`config.mk`:
```
export PLATFORM = sky130hd
export DESIGN_NAME = png_stored_deflate_encoder_core
export DESIGN_NICKNAME = d
export VERILOG_FILES = /design/src/design/pngenc_pkg.sv /design/src/design/pngenc_sum_unit.sv /design/src/design/png_stored_deflate_encoder_core.sv
export VERILOG_INCLUDE_DIRS = /design/src /design/src/design
export SDC_FILE = /design/constraint.sdc
export NUM_CORES = 2
export LEC_CHECK = 0
export BUFFER_PORTS_ARGS = -buffer_cell sky130_fd_sc_hd__buf_2
export CAP_MARGIN = 20
export CORE_MARGIN = 1.5
export CORE_UTILIZATION = 45
export DETAILED_ROUTE_END_ITERATION = 7
export GPL_ROUTABILITY_DRIVEN = 0
export SETUP_SLACK_MARGIN = 0.15
export SLEW_MARGIN = 15
export SYNTH_ARGS = -nofsm -noshare
export SYNTH_HDL_FRONTEND = slang
export SYNTH_HIERARCHICAL = 1
export SYNTH_SLANG_ARGS = --single-unit
```
`constraint.sdc`:
```
create_clock -name clk -period 13.4 [get_ports clk]
set_clock_uncertainty 0.15 [all_clocks]
set_input_delay 1.34 -clock clk [delete_from_list [all_inputs] [get_ports clk]]
set_output_delay 1.34 -clock clk [all_outputs]
set_load 0.005 [all_outputs]
```
`src/design/png_stored_deflate_encoder_core_macros.svh`:
```
// assertion macros shared by the png encoder modules
`ifndef PNG_STORED_DEFLATE_ENCODER_CORE_MACROS_SVH
`define PNG_STORED_DEFLATE_ENCODER_CORE_MACROS_SVH

// same-cycle implication, checked out of reset
`define PNGENC_ASSERT_NOW(label, ante, cons, msg) \
  label: assert property (@(posedge clk) disable iff (!rst_n) (ante) |-> (cons)) else $error(msg);

// next-cycle implication, checked out of reset
`define PNGENC_ASSERT_NEXT(label, ante, cons, msg) \
  label: assert property (@(posedge clk) disable iff (!rst_n) (ante) |=> (cons)) else $error(msg);

`endif

```
`src/design/pngenc_pkg.sv`:
```
// types, constants and the crc step of the png stored-deflate encoder
package pngenc_pkg;

  localparam int CFG_W  = 14;
  localparam int REM_W  = 28;
  localparam int ROOM_W = 16;

  // opcodes and register indexes
  localparam logic OP_START   = 1'b0;
  localparam logic OP_PIXEL   = 1'b1;
  localparam logic REG_WIDTH  = 1'b0;
  localparam logic REG_HEIGHT = 1'b1;

  localparam logic [CFG_W-1:0] WIDTH_RESET  = 14'd640;
  localparam logic [CFG_W-1:0] HEIGHT_RESET = 14'd480;

  localparam logic [31:0] CRC_POLY  = 32'hEDB88320;
  localparam logic [31:0] CRC_SEED  = 32'hFFFFFFFF;
  localparam logic [16:0] ADLER_MOD = 17'd65521;
  localparam logic [16:0] BLOCK_MAX = 17'd65535;

  // byte positions of the file head
  localparam logic [5:0] H_IHDR_TAG = 6'd12;
  localparam logic [5:0] H_FRAME_W  = 6'd16;
  localparam logic [5:0] H_FRAME_H  = 6'd20;
  localparam logic [5:0] H_IHDR_END = 6'd28;
  localparam logic [5:0] H_IHDR_CRC = 6'd29;
  localparam logic [5:0] H_IDAT_LEN = 6'd33;
  localparam logic [5:0] H_IDAT_TAG = 6'd37;
  localparam logic [5:0] H_LAST     = 6'd42;

  // byte positions of the file tail
  localparam logic [5:0] T_IDAT_CRC = 6'd4;
  localparam logic [5:0] T_IEND_TAG = 6'd12;
  localparam logic [5:0] T_IEND_CRC = 6'd16;
  localparam logic [5:0] T_LAST     = 6'd19;

  localparam logic [2:0] HDR_LAST = 3'd4;

  // fixed bytes of the head, variable positions hold zero
  localparam logic [0:42][7:0] HEAD_ROM = {
    8'h89, 8'h50, 8'h4E, 8'h47, 8'h0D, 8'h0A, 8'h1A, 8'h0A,
    8'h00, 8'h00, 8'h00, 8'h0D,
    8'h49, 8'h48, 8'h44, 8'h52,
    8'h00, 8'h00, 8'h00, 8'h00, 8'h00, 8'h00, 8'h00, 8'h00,
    8'h08, 8'h02, 8'h00, 8'h00, 8'h00,
    8'h00, 8'h00, 8'h00, 8'h00, 8'h00, 8'h00, 8'h00, 8'h00,
    8'h49, 8'h44, 8'h41, 8'h54,
    8'h78, 8'h01
  };

  // fixed bytes of the tail
  localparam logic [0:19][7:0] TAIL_ROM = {
    8'h00, 8'h00, 8'h00, 8'h00, 8'h00, 8'h00, 8'h00, 8'h00,
    8'h00, 8'h00, 8'h00, 8'h00,
    8'h49, 8'h45, 8'h4E, 8'h44,
    8'h00, 8'h00, 8'h00, 8'h00
  };

  typedef struct packed {
    logic       opcode;
    logic [7:0] red;
    logic [7:0] green;
    logic [7:0] blue;
  } in_item_t;

  typedef struct packed {
    logic [7:0] out_byte;
    logic       run_last;
    logic       file_done;
    logic       misuse;
  } out_item_t;

  // control of the checksum unit for one byte
  typedef struct packed {
    logic crc_restart;
    logic crc_feed;
    logic adler_restart;
    logic adler_feed;
  } sum_ctl_t;

  // one byte through the reflected crc-32
  function automatic logic [31:0] crc_byte(input logic [31:0] crc, input logic [7:0] b);
    logic [31:0] c;
    c = crc ^ {24'd0, b};
    for (int k = 0; k < 8; k++) begin
      c = c[0] ? (CRC_POLY ^ (c >> 1)) : (c >> 1);
    end
    return c;
  endfunction

  // big-endian byte of a word
  function automatic logic [7:0] be_byte(input logic [31:0] w, input logic [1:0] sel);
    logic [7:0] r;
    case (sel)
      2'd0:    r = w[31:24];
      2'd1:    r = w[23:16];
      2'd2:    r = w[15:8];
      default: r = w[7:0];
    endcase
    return r;
  endfunction

endpackage

```
`src/design/pngenc_sum_unit.sv`:
```
// crc-32 and adler-32 unit, one byte per cycle
module pngenc_sum_unit (
  input  logic                 clk,
  input  logic                 rst_n,
  input  pngenc_pkg::sum_ctl_t ctl,
  input  logic [7:0]           data_byte,
  output logic [31:0]          crc,
  output logic [31:0]          adler
);

  logic [31:0] crc_r, crc_nxt, crc_base;
  logic [15:0] low_r, low_nxt, high_r, high_nxt;
  logic [16:0] low_sum, high_sum, low_mod;

  // crc with optional restart before the byte
  always_comb begin
    crc_base = ctl.crc_restart ? pngenc_pkg::CRC_SEED : crc_r;
    crc_nxt  = ctl.crc_feed ? pngenc_pkg::crc_byte(crc_base, data_byte) : crc_base;
  end

  // adler sums, each kept below the modulus by one compare and subtract
  always_comb begin
    low_sum  = {1'b0, low_r} + {9'd0, data_byte};
    low_mod  = (low_sum >= pngenc_pkg::ADLER_MOD) ? low_sum - pngenc_pkg::ADLER_MOD : low_sum;
    high_sum = {1'b0, high_r} + low_mod;
    low_nxt  = low_r;
    high_nxt = high_r;
    if (ctl.adler_restart) begin
      low_nxt  = 16'd1;
      high_nxt = 16'd0;
    end else if (ctl.adler_feed) begin
      low_nxt  = low_mod[15:0];
      high_nxt = (high_sum >= pngenc_pkg::ADLER_MOD) ?
                 16'(high_sum - pngenc_pkg::ADLER_MOD) : high_sum[15:0];
    end
  end

  always_ff @(posedge clk) begin
    if (!rst_n) begin
      crc_r  <= pngenc_pkg::CRC_SEED;
      low_r  <= 16'd1;
      high_r <= 16'd0;
    end else begin
      crc_r  <= crc_nxt;
      low_r  <= low_nxt;
      high_r <= high_nxt;
    end
  end

  assign crc   = crc_r;
  assign adler = {high_r, low_r};

`include "png_stored_deflate_encoder_core_macros.svh"

  `PNGENC_ASSERT_NOW(a_adler_low_range, 1'b1, {1'b0, low_r} < pngenc_pkg::ADLER_MOD, "adler low out of range")
  `PNGENC_ASSERT_NOW(a_adler_high_range, 1'b1, {1'b0, high_r} < pngenc_pkg::ADLER_MOD, "adler high out of range")
  `PNGENC_ASSERT_NEXT(a_adler_restart, ctl.adler_restart, adler == 32'd1, "adler not restarted")

endmodule

```
`src/design/png_stored_deflate_encoder_core.sv`:
```
// top level of the streaming png encoder with stored deflate blocks
//
//  channel  | handshake         | payload
//  ---------+-------------------+---------------------------------------
//  in       | in_valid/in_ready | in_data: opcode, red, green, blue
//  out      | out_valid/out_ready | out_data: out_byte, run_last, file_done, misuse
//  cfg      | cfg_we            | cfg_index, cfg_wdata (width, height)
//
// one output byte per cycle unless stalled, by a sequencer sharing one checksum unit
// start: size arithmetic (S_MUL multiply, S_DIV block count), then 43 bytes
// pixel: accept, then 3 or 4 bytes, 5 more per stored block header, 20 at end
// in_ready is high only while the sequencer is idle; out_ready low stalls the sequencer
// reset is synchronous active low and opens no frame
module png_stored_deflate_encoder_core #(
  parameter int MAX_WIDTH  = 8192,
  parameter int MAX_HEIGHT = 8192
) (
  input  logic                          clk,
  input  logic                          rst_n,
  input  logic                          in_valid,
  output logic                          in_ready,
  input  pngenc_pkg::in_item_t          in_data,
  output logic                          out_valid,
  input  logic                          out_ready,
  output pngenc_pkg::out_item_t         out_data,
  input  logic                          cfg_we,
  input  logic                          cfg_index,
  input  logic [pngenc_pkg::CFG_W-1:0]  cfg_wdata
);

  localparam int CW  = $clog2(MAX_WIDTH + 1);
  localparam int HW  = $clog2(MAX_HEIGHT + 1);
  localparam int MW  = CW + 2;
  localparam int RLW = HW + MW;

  typedef enum logic [6:0] {
    S_IDLE = 7'b0000001,
    S_MUL  = 7'b0000010,
    S_DIV  = 7'b0000100,
    S_HEAD = 7'b0001000,
    S_RAW  = 7'b0010000,
    S_TAIL = 7'b0100000,
    S_MIS  = 7'b1000000
  } state_t;

  state_t state_r, state_nxt;

  logic [pngenc_pkg::CFG_W-1:0] cfg_w_r, cfg_h_r;
  logic [CW-1:0]  frame_w_r, frame_w_nxt, col_r, col_nxt, col_inc;
  logic [HW-1:0]  frame_h_r, frame_h_nxt, row_r, row_nxt, row_inc;
  logic           frame_open_r, frame_open_nxt;
  logic [RLW-1:0] raw_len_r, raw_len_nxt;
  logic [16:0]    nb_r, nb_nxt;
  logic [5:0]     idx_r, idx_nxt;
  logic [1:0]     raw_idx_r, raw_idx_nxt;
  logic [2:0]     hdr_cnt_r, hdr_cnt_nxt;
  logic           hdr_done_r, hdr_done_nxt;
  logic           finish_r, finish_nxt;
  logic [23:0]    pix_r, pix_nxt;
  logic [pngenc_pkg::ROOM_W-1:0] room_r, room_nxt;
  logic [pngenc_pkg::REM_W-1:0]  rem_r, rem_nxt;
  logic           out_valid_r, out_valid_nxt;
  pngenc_pkg::out_item_t out_r, out_nxt;

  pngenc_pkg::sum_ctl_t sum_ctl;
  logic [7:0]  sum_byte;
  logic [31:0] crc_val, adler_val;

  logic        slot, accept;
  logic [31:0] raw32, idat_size, width_ext, height_ext, cfg_w_ext, cfg_h_ext, crc_out;
  logic [16:0] q_part, r_part, qr_sum, qr_rem, nb_floor;
  logic [15:0] blk_len;
  logic        blk_final;
  logic [7:0]  head_byte, tail_byte, hdr_byte, raw_byte;

  assign slot     = !out_valid_r || out_ready;
  assign in_ready = (state_r == S_IDLE);
  assign accept   = in_valid && in_ready;

  // configuration registers
  always_ff @(posedge clk) begin
    if (!rst_n) begin
      cfg_w_r <= pngenc_pkg::WIDTH_RESET;
      cfg_h_r <= pngenc_pkg::HEIGHT_RESET;
    end else if (cfg_we) begin
      if (cfg_index == pngenc_pkg::REG_WIDTH) cfg_w_r <= cfg_wdata;
      if (cfg_index == pngenc_pkg::REG_HEIGHT) cfg_h_r <= cfg_wdata;
    end
  end

  // clamped frame size
  assign cfg_w_ext = {18'd0, cfg_w_r};
  assign cfg_h_ext = {18'd0, cfg_h_r};
  always_comb begin
    if (cfg_w_ext == 32'd0)                 frame_w_nxt = CW'(1);
    else if (cfg_w_ext > 32'(MAX_WIDTH))    frame_w_nxt = CW'(MAX_WIDTH);
    else                                    frame_w_nxt = CW'(cfg_w_ext);
    if (cfg_h_ext == 32'd0)                 frame_h_nxt = HW'(1);
    else if (cfg_h_ext > 32'(MAX_HEIGHT))   frame_h_nxt = HW'(MAX_HEIGHT);
    else                                    frame_h_nxt = HW'(cfg_h_ext);
  end

  // raw length and stored block count, x / 65535 via x = q*65536 + r
  assign raw_len_nxt = RLW'(frame_h_r) * (MW'(1) + MW'(3) * MW'(frame_w_r));
  assign raw32       = 32'(raw_len_r);
  assign q_part      = {1'b0, raw32[31:16]};
  assign r_part      = {1'b0, raw32[15:0]};
  assign qr_sum      = q_part + r_part;
  assign qr_rem      = (qr_sum >= pngenc_pkg::BLOCK_MAX) ? qr_sum - pngenc_pkg::BLOCK_MAX : qr_sum;
  assign nb_floor    = q_part + {16'd0, qr_sum >= pngenc_pkg::BLOCK_MAX};
  assign nb_nxt      = nb_floor + {16'd0, qr_rem != 17'd0};
  assign idat_size   = 32'd6 + {15'd0, nb_r} + {13'd0, nb_r, 2'b00} + raw32;
  assign width_ext   = 32'(frame_w_r);
  assign height_ext  = 32'(frame_h_r);
  assign crc_out     = crc_val ^ pngenc_pkg::CRC_SEED;

  // head byte
  always_comb begin
    head_byte = pngenc_pkg::HEAD_ROM[idx_r];
    if (idx_r >= pngenc_pkg::H_FRAME_W && idx_r < pngenc_pkg::H_FRAME_H)
      head_byte = pngenc_pkg::be_byte(width_ext, idx_r[1:0]);
    else if (idx_r >= pngenc_pkg::H_FRAME_H && idx_r < pngenc_pkg::H_FRAME_H + 6'd4)
      head_byte = pngenc_pkg::be_byte(height_ext, idx_r[1:0]);
    else if (idx_r >= pngenc_pkg::H_IHDR_CRC && idx_r < pngenc_pkg::H_IDAT_LEN)
      head_byte = pngenc_pkg::be_byte(crc_out, 2'(idx_r - pngenc_pkg::H_IHDR_CRC));
    else if (idx_r >= pngenc_pkg::H_IDAT_LEN && idx_r < pngenc_pkg::H_IDAT_TAG)
      head_byte = pngenc_pkg::be_byte(idat_size, 2'(idx_r - pngenc_pkg::H_IDAT_LEN));
  end

  // tail byte
  always_comb begin
    if (idx_r < pngenc_pkg::T_IDAT_CRC)
      tail_byte = pngenc_pkg::be_byte(adler_val, idx_r[1:0]);
    else if (idx_r < pngenc_pkg::T_IDAT_CRC + 6'd4 || idx_r >= pngenc_pkg::T_IEND_CRC)
      tail_byte = pngenc_pkg::be_byte(crc_out, idx_r[1:0]);
    else
      tail_byte = pngenc_pkg::TAIL_ROM[5'(idx_r)];
  end

  // stored block header byte and raw byte
  assign blk_final = ({4'd0, rem_r} <= 32'(pngenc_pkg::BLOCK_MAX));
  assign blk_len   = blk_final ? rem_r[15:0] : 16'hFFFF;
  always_comb begin
    case (hdr_cnt_r)
      3'd0:    hdr_byte = {7'd0, blk_final};
      3'd1:    hdr_byte = blk_len[7:0];
      3'd2:    hdr_byte = blk_len[15:8];
      3'd3:    hdr_byte = ~blk_len[7:0];
      default: hdr_byte = ~blk_len[15:8];
    endcase
    case (raw_idx_r)
      2'd0:    raw_byte = 8'd0;
      2'd1:    raw_byte = pix_r[23:16];
      2'd2:    raw_byte = pix_r[15:8];
      default: raw_byte = pix_r[7:0];
    endcase
  end

  assign col_inc = col_r + CW'(1);
  assign row_inc = row_r + HW'(1);

  // byte sequencer
  always_comb begin
    state_nxt      = state_r;
    idx_nxt        = idx_r;
    raw_idx_nxt    = raw_idx_r;
    hdr_cnt_nxt    = hdr_cnt_r;
    hdr_done_nxt   = hdr_done_r;
    finish_nxt     = finish_r;
    pix_nxt        = pix_r;
    room_nxt       = room_r;
    rem_nxt        = rem_r;
    col_nxt        = col_r;
    row_nxt        = row_r;
    frame_open_nxt = frame_open_r;
    out_valid_nxt  = out_valid_r && !out_ready;
    out_nxt        = out_r;
    sum_ctl        = '0;
    sum_byte       = 8'd0;

    unique case (state_r)
      S_IDLE: begin
        if (accept) begin
          if (in_data.opcode == pngenc_pkg::OP_START) begin
            state_nxt = S_MUL;
          end else if (!frame_open_r) begin
            state_nxt = S_MIS;
          end else begin
            state_nxt    = S_RAW;
            pix_nxt      = {in_data.red, in_data.green, in_data.blue};
            raw_idx_nxt  = (col_r == '0) ? 2'd0 : 2'd1;
            hdr_cnt_nxt  = 3'd0;
            hdr_done_nxt = 1'b0;
            finish_nxt   = 1'b0;
            col_nxt      = col_inc;
            if (col_inc >= frame_w_r) begin
              col_nxt = '0;
              row_nxt = row_inc;
              if (row_inc >= frame_h_r) begin
                row_nxt        = '0;
                finish_nxt     = 1'b1;
                frame_open_nxt = 1'b0;
              end
            end
          end
        end
      end
      S_MUL: begin
        state_nxt = S_DIV;
      end
      S_DIV: begin
        state_nxt             = S_HEAD;
        idx_nxt               = '0;
        sum_ctl.adler_restart = 1'b1;
        col_nxt               = '0;
        row_nxt               = '0;
        room_nxt              = '0;
        rem_nxt               = raw32[pngenc_pkg::REM_W-1:0];
        frame_open_nxt        = 1'b1;
      end
      S_HEAD: begin
        if (slot) begin
          sum_byte            = head_byte;
          sum_ctl.crc_restart = (idx_r == pngenc_pkg::H_IHDR_TAG) ||
                                (idx_r == pngenc_pkg::H_IDAT_TAG);
          sum_ctl.crc_feed    = (idx_r >= pngenc_pkg::H_IHDR_TAG &&
                                 idx_r <= pngenc_pkg::H_IHDR_END) ||
                                (idx_r >= pngenc_pkg::H_IDAT_TAG);
          out_valid_nxt       = 1'b1;
          out_nxt             = '{out_byte: head_byte, run_last: idx_r == pngenc_pkg::H_LAST,
                                  file_done: 1'b0, misuse: 1'b0};
          idx_nxt             = idx_r + 6'd1;
          if (idx_r == pngenc_pkg::H_LAST) state_nxt = S_IDLE;
        end
      end
      S_RAW: begin
        if (slot) begin
          out_valid_nxt    = 1'b1;
          sum_ctl.crc_feed = 1'b1;
          if (room_r == '0 && !hdr_done_r) begin
            sum_byte = hdr_byte;
            out_nxt  = '{out_byte: hdr_byte, run_last: 1'b0, file_done: 1'b0, misuse: 1'b0};
            if (hdr_cnt_r == pngenc_pkg::HDR_LAST) begin
              hdr_cnt_nxt  = 3'd0;
              hdr_done_nxt = 1'b1;
              room_nxt     = blk_len;
            end else begin
              hdr_cnt_nxt = hdr_cnt_r + 3'd1;
            end
          end else begin
            sum_byte           = raw_byte;
            sum_ctl.adler_feed = 1'b1;
            hdr_done_nxt       = 1'b0;
            if (room_r != '0) room_nxt = room_r - 16'd1;
            if (rem_r != '0)  rem_nxt = rem_r - 28'd1;
            out_nxt = '{out_byte: raw_byte, run_last: (raw_idx_r == 2'd3) && !finish_r,
                        file_done: 1'b0, misuse: 1'b0};
            if (raw_idx_r == 2'd3) begin
              idx_nxt   = '0;
              state_nxt = finish_r ? S_TAIL : S_IDLE;
            end else begin
              raw_idx_nxt = raw_idx_r + 2'd1;
            end
          end
        end
      end
      S_TAIL: begin
        if (slot) begin
          sum_byte            = tail_byte;
          sum_ctl.crc_restart = (idx_r == pngenc_pkg::T_IEND_TAG);
          sum_ctl.crc_feed    = (idx_r < pngenc_pkg::T_IDAT_CRC) ||
                                (idx_r >= pngenc_pkg::T_IEND_TAG &&
                                 idx_r < pngenc_pkg::T_IEND_CRC);
          out_valid_nxt       = 1'b1;
          out_nxt             = '{out_byte: tail_byte, run_last: idx_r == pngenc_pkg::T_LAST,
                                  file_done: idx_r == pngenc_pkg::T_LAST, misuse: 1'b0};
          idx_nxt             = idx_r + 6'd1;
          if (idx_r == pngenc_pkg::T_LAST) state_nxt = S_IDLE;
        end
      end
      S_MIS: begin
        if (slot) begin
          out_valid_nxt = 1'b1;
          out_nxt       = '{out_byte: 8'd0, run_last: 1'b1, file_done: 1'b0, misuse: 1'b1};
          state_nxt     = S_IDLE;
        end
      end
      default: state_nxt = S_IDLE;
    endcase
  end

  // control registers
  always_ff @(posedge clk) begin
    if (!rst_n) begin
      state_r      <= S_IDLE;
      frame_open_r <= 1'b0;
      frame_w_r    <= CW'(1);
      frame_h_r    <= HW'(1);
      col_r        <= '0;
      row_r        <= '0;
      room_r       <= '0;
      rem_r        <= '0;
      out_valid_r  <= 1'b0;
      idx_r        <= '0;
      raw_idx_r    <= '0;
      hdr_cnt_r    <= '0;
      hdr_done_r   <= 1'b0;
      finish_r     <= 1'b0;
    end else begin
      state_r      <= state_nxt;
      frame_open_r <= frame_open_nxt;
      if (accept && in_data.opcode == pngenc_pkg::OP_START) begin
        frame_w_r <= frame_w_nxt;
        frame_h_r <= frame_h_nxt;
      end
      col_r        <= col_nxt;
      row_r        <= row_nxt;
      room_r       <= room_nxt;
      rem_r        <= rem_nxt;
      out_valid_r  <= out_valid_nxt;
      idx_r        <= idx_nxt;
      raw_idx_r    <= raw_idx_nxt;
      hdr_cnt_r    <= hdr_cnt_nxt;
      hdr_done_r   <= hdr_done_nxt;
      finish_r     <= finish_nxt;
    end
  end

  // payload registers
  always_ff @(posedge clk) begin
    out_r <= out_nxt;
    pix_r <= pix_nxt;
    if (state_r == S_MUL) raw_len_r <= raw_len_nxt;
    if (state_r == S_DIV) nb_r <= nb_nxt;
  end

  pngenc_sum_unit u_sum (
    .clk       (clk),
    .rst_n     (rst_n),
    .ctl       (sum_ctl),
    .data_byte (sum_byte),
    .crc       (crc_val),
    .adler     (adler_val)
  );

  assign out_valid = out_valid_r;
  assign out_data  = out_r;

`include "png_stored_deflate_encoder_core_macros.svh"

  `PNGENC_ASSERT_NOW(a_misuse_ends_run, out_valid_r && out_r.misuse, out_r.run_last, "misuse byte not last of its run")
  `PNGENC_ASSERT_NOW(a_done_ends_run, out_valid_r && out_r.file_done, out_r.run_last, "file end byte not last of its run")
  `PNGENC_ASSERT_NEXT(a_busy_after_accept, accept, !in_ready, "input taken while a transaction is in progress")

endmodule

```
==> metrics.log <==
[metrics] result of the run: complete, but fails checks
[metrics] violated checks: design-rule violations
[metrics] All-Layer GR Usage: 0.2657
[metrics] starting density of the core: 0.4564
[metrics] drt pass-1 iters: 8
[metrics] IO Count: 58
[metrics] number of maximum-capacitance violations: 0
[metrics] Vias/cell: 5.955
[metrics] share of layout cells above drive strength 1: 0.07439
[metrics] Static Leak: 14.20 nW
[metrics] floorplan die height: 264.7 µm
[metrics] startpoint-to-endpoint class of the critical path: reg -> reg
[metrics] Min-Delay Path Class: reg -> reg
[metrics] count of cells resized by post-cts repair: 0
[metrics] post-layout minimum cycle time: 10.93 ns
[metrics] final routed wire length divided by cell count: 20.38 µm
[metrics] predominant post-synthesis flop cell: dfxtp_1
[metrics] worst min-delay path startpoint: cfg_w_r[4]
[metrics] CTS Buffer Depth: 3
[metrics] post-CTS repair timing setup buffer count: 0
[metrics] count of hold-fix buffers inserted at cts: 0
[metrics] number of nets in the final layout: 4208
[metrics] final hold vios: 0
[metrics] Detail Route Antenna Nets: 0
[metrics] unrepaired setup endpoints after global routing: false
[metrics] Gate Count Post-Synth: 3809
[metrics] number of antenna violations at the first check in global routing: 0
[metrics] Warnings, synthesis: 6
[metrics] highest-delay cell along the critical path: nor3_2
[metrics] detailed-route wire length: 94510 µm
[metrics] final setup violation count: 0
[metrics] Seq cells post-synth: 294
[metrics] post-route fraction of the period consumed by the critical path: 0.8153
[metrics] number of inserted filler cells in the final layout: 6616
[metrics] clock-pin slew on the worst setup and hold paths: 0.06 ns
[metrics] Max Transition Viols Final: 0
[metrics] most common library cell in the layout ignoring fill and taps: nand2_1
[metrics] die width: 264.7 µm
[metrics] most frequent cells in the layout: nand2_1, nor2_1, inv_1
[metrics] Port Buf Inserts: 57
[metrics] number of cell rows: 95
[metrics] number of clock buffers inserted by TritonCTS: 36
[metrics] total clock sinks: 294
[metrics] number of levels the H-tree was split into: 2
[metrics] cell type contributing the most total cell area after synthesis: dfxtp_1
[metrics] largest net degree at the start of global routing: 67
[metrics] critical path's largest stage delay: 0.68 ns
[metrics] Critical Path Start Type: register
[metrics] fraction of synthesis flops using an asynchronous set or reset pin: 0
[metrics] maximum VDD drop: 94.30 µV
[metrics] insertion delay to the later sink of the worst-skew pair: 0.59 ns
[metrics] wire length of the first global-routing pass: 148400 µm
[metrics] Synth-to-Final Area Change: 6.939%
[metrics] crit path launch: raw_len_r[2]
[metrics] syn_nets: 4280
[metrics] Mean Syn Cell Area: 8.090 µm²
[metrics] TritonCTS clock tree: built
[metrics] via count: 27620
[metrics] number of flops mapped to enable cells by yosys: 80
[metrics] maximum fanout encountered on the critical timing path: 14
[metrics] floorplan die area: 70060 µm²
[metrics] sum of overflow across all layers after global routing: 0
[metrics] Worst R2R Start: raw_len_r[2]
[metrics] DRC: 5
[metrics] WP data arrival: 11.20 ns
[metrics] core area: 67510 µm²
[metrics] synth unique cells: 117
[metrics] worst-margin pin slew: 1.045 ns
[metrics] max-slew headroom at the worst pin: 0.3027
[metrics] sequential fraction of the synthesis area: 0.2170
[metrics] total half-perimeter wirelength after legalization and detailed placement: 70340 µm
[metrics] total power density per cell area: 71.23 nW/µm²
[metrics] Max Fclk: 91.53 MHz
[metrics] area share of the leading cell type in the synthesized netlist: 0.1390
[metrics] mapped cell area: 30810 µm²
[metrics] via count of the first global-routing pass: 26120
[metrics] setup total negative slack: 0 ns
[metrics] Worst EP required: 13.68 ns
[metrics] Util after Layout: 0.4881
[metrics] top cells by area in the synthesized netlist: dfxtp_1, fa_1, ha_1, edfxtp_1, nand2_1
[metrics] Iter 0 DRT Violations: 2225
[metrics] capturing element type of the critical path: register
[metrics] cell chosen for the clock root: clkbuf_16
-- registers in the layout, indices dropped and copies added (netlist names) --
register	flops
out_valid	1
cfg_h_r	14
col_r	14
frame_h_r	14
cfg_w_r	14
frame_w_r	14
raw_idx_r	2
u_sum/crc	32
hdr_done_r	1
frame_open_r	1
row_r	14
nb_r	15
u_sum/low_r	16
hdr_cnt_r	3
state_r	7
idx_r	6
raw_len_r	30
room_r	16
pix_r	24
u_sum/high_r	16
out_data	11
rem_r	28
finish_r	1
-- final timing paths --
path                           to  slack [ns]  depth (start not counted)
hold / removal         cfg_w_r[4]        0.32                          2
setup / recovery  u_sum/high_r[0]        2.47                         38
hold reg to reg        cfg_w_r[4]        0.32                          2
setup reg to reg  u_sum/high_r[0]        2.47                         38
-- area by class of cell --
class / instances / area [µm²] / area share
Multi-Input combinational cell: 2997 / 22220 / 0.6743
Sequential cell: 294 / 6686 / 0.2029
Timing Repair Buffer: 99 / 600.6 / 0.01823
Antenna cell: 1 / 2.502 / 0.00007594
Inverter: 309 / 1161 / 0.03524
Clock inverter: 20 / 224.0 / 0.006797
Tap cell: 873 / 1092 / 0.03315
Clock buffer: 45 / 964.7 / 0.02927
-- where the power goes --
part / internal, mW / switching (mW) / leakage (nW)
logic: 0.133 / 0.254 / 11.1
registers: 0.931 / 0.0305 / 2.49
clock network: 0.562 / 0.437 / 0.571
-- cell families after synthesis --
logic type / count (synthesis) / share of synthesized area
buffers and inverters: 518 / 0.06505
adders and majority gates: 428 / 0.2185
AOI/OAI and AO/OA: 937 / 0.2029
DFF: 294 / 0.2170
muxes: 47 / 0.01612
xor gates and xnor gates: 203 / 0.05843
and+or+nand+nor: 1382 / 0.2221
-- cells in the mapped netlist, drive strengths merged, types with 14 or more instances --
library cell	n
nand2	408
nor2	355
inv	303
a21oi	245
ha	242
dfxtp	214
o21ai	185
fa	184
clkbuf	171
xnor2	128
nand3	103
and2	102
nor3	84
edfxtp	80
xor2	75
a31oi	62
nand2b	50
and3	45
o211ai	43
nor2b	40
a22oi	39
o22ai	39
a21o	38
buf	38
o21a	35
or3	33
nand4	31
nor4	30
mux2i	29
a211oi	28
o31ai	21
or2	19
mux2	18
o2111ai	17
nand3b	16
nor4b	15
o21bai	15
nor3b	14
-- per-layer routing --
metal / part of all wire / track usage
met2: 0.46 / 0.4407
met4: 0.033 / 0.08772
met3: 0.062 / 0.03660
met5: 0 / 0
met1: 0.44 / 0.3565
-- critical path, delay by kind of cell, from the launching register on --
family / cells / cell delay (ns)
buf+inv: 3 / 0.24
fa+ha+maj: 8 / 2.54
simple gates: 10 / 2.83
compound gates: 14 / 3.84
xor+xnor: 3 / 0.75
flops: 1 / 0.39
-- metrics by stage --
step	setup WS (ns)	cells	power, mW	hold WS (ns)	instance area [µm²]
global route	1.411	4637	2.450	0.3484	32950
floorplan	4.371	3809	1.237	0.2910	30810
global placement	2.849	4571	1.362	0.3057	31750
finish	2.474	4638	2.347	0.3229	32950
detailed placement	2.623	4571	1.363	0.3153	31750
CTS	2.551	4636	2.368	0.3232	32940
Power figures use the tool's default switching activity.
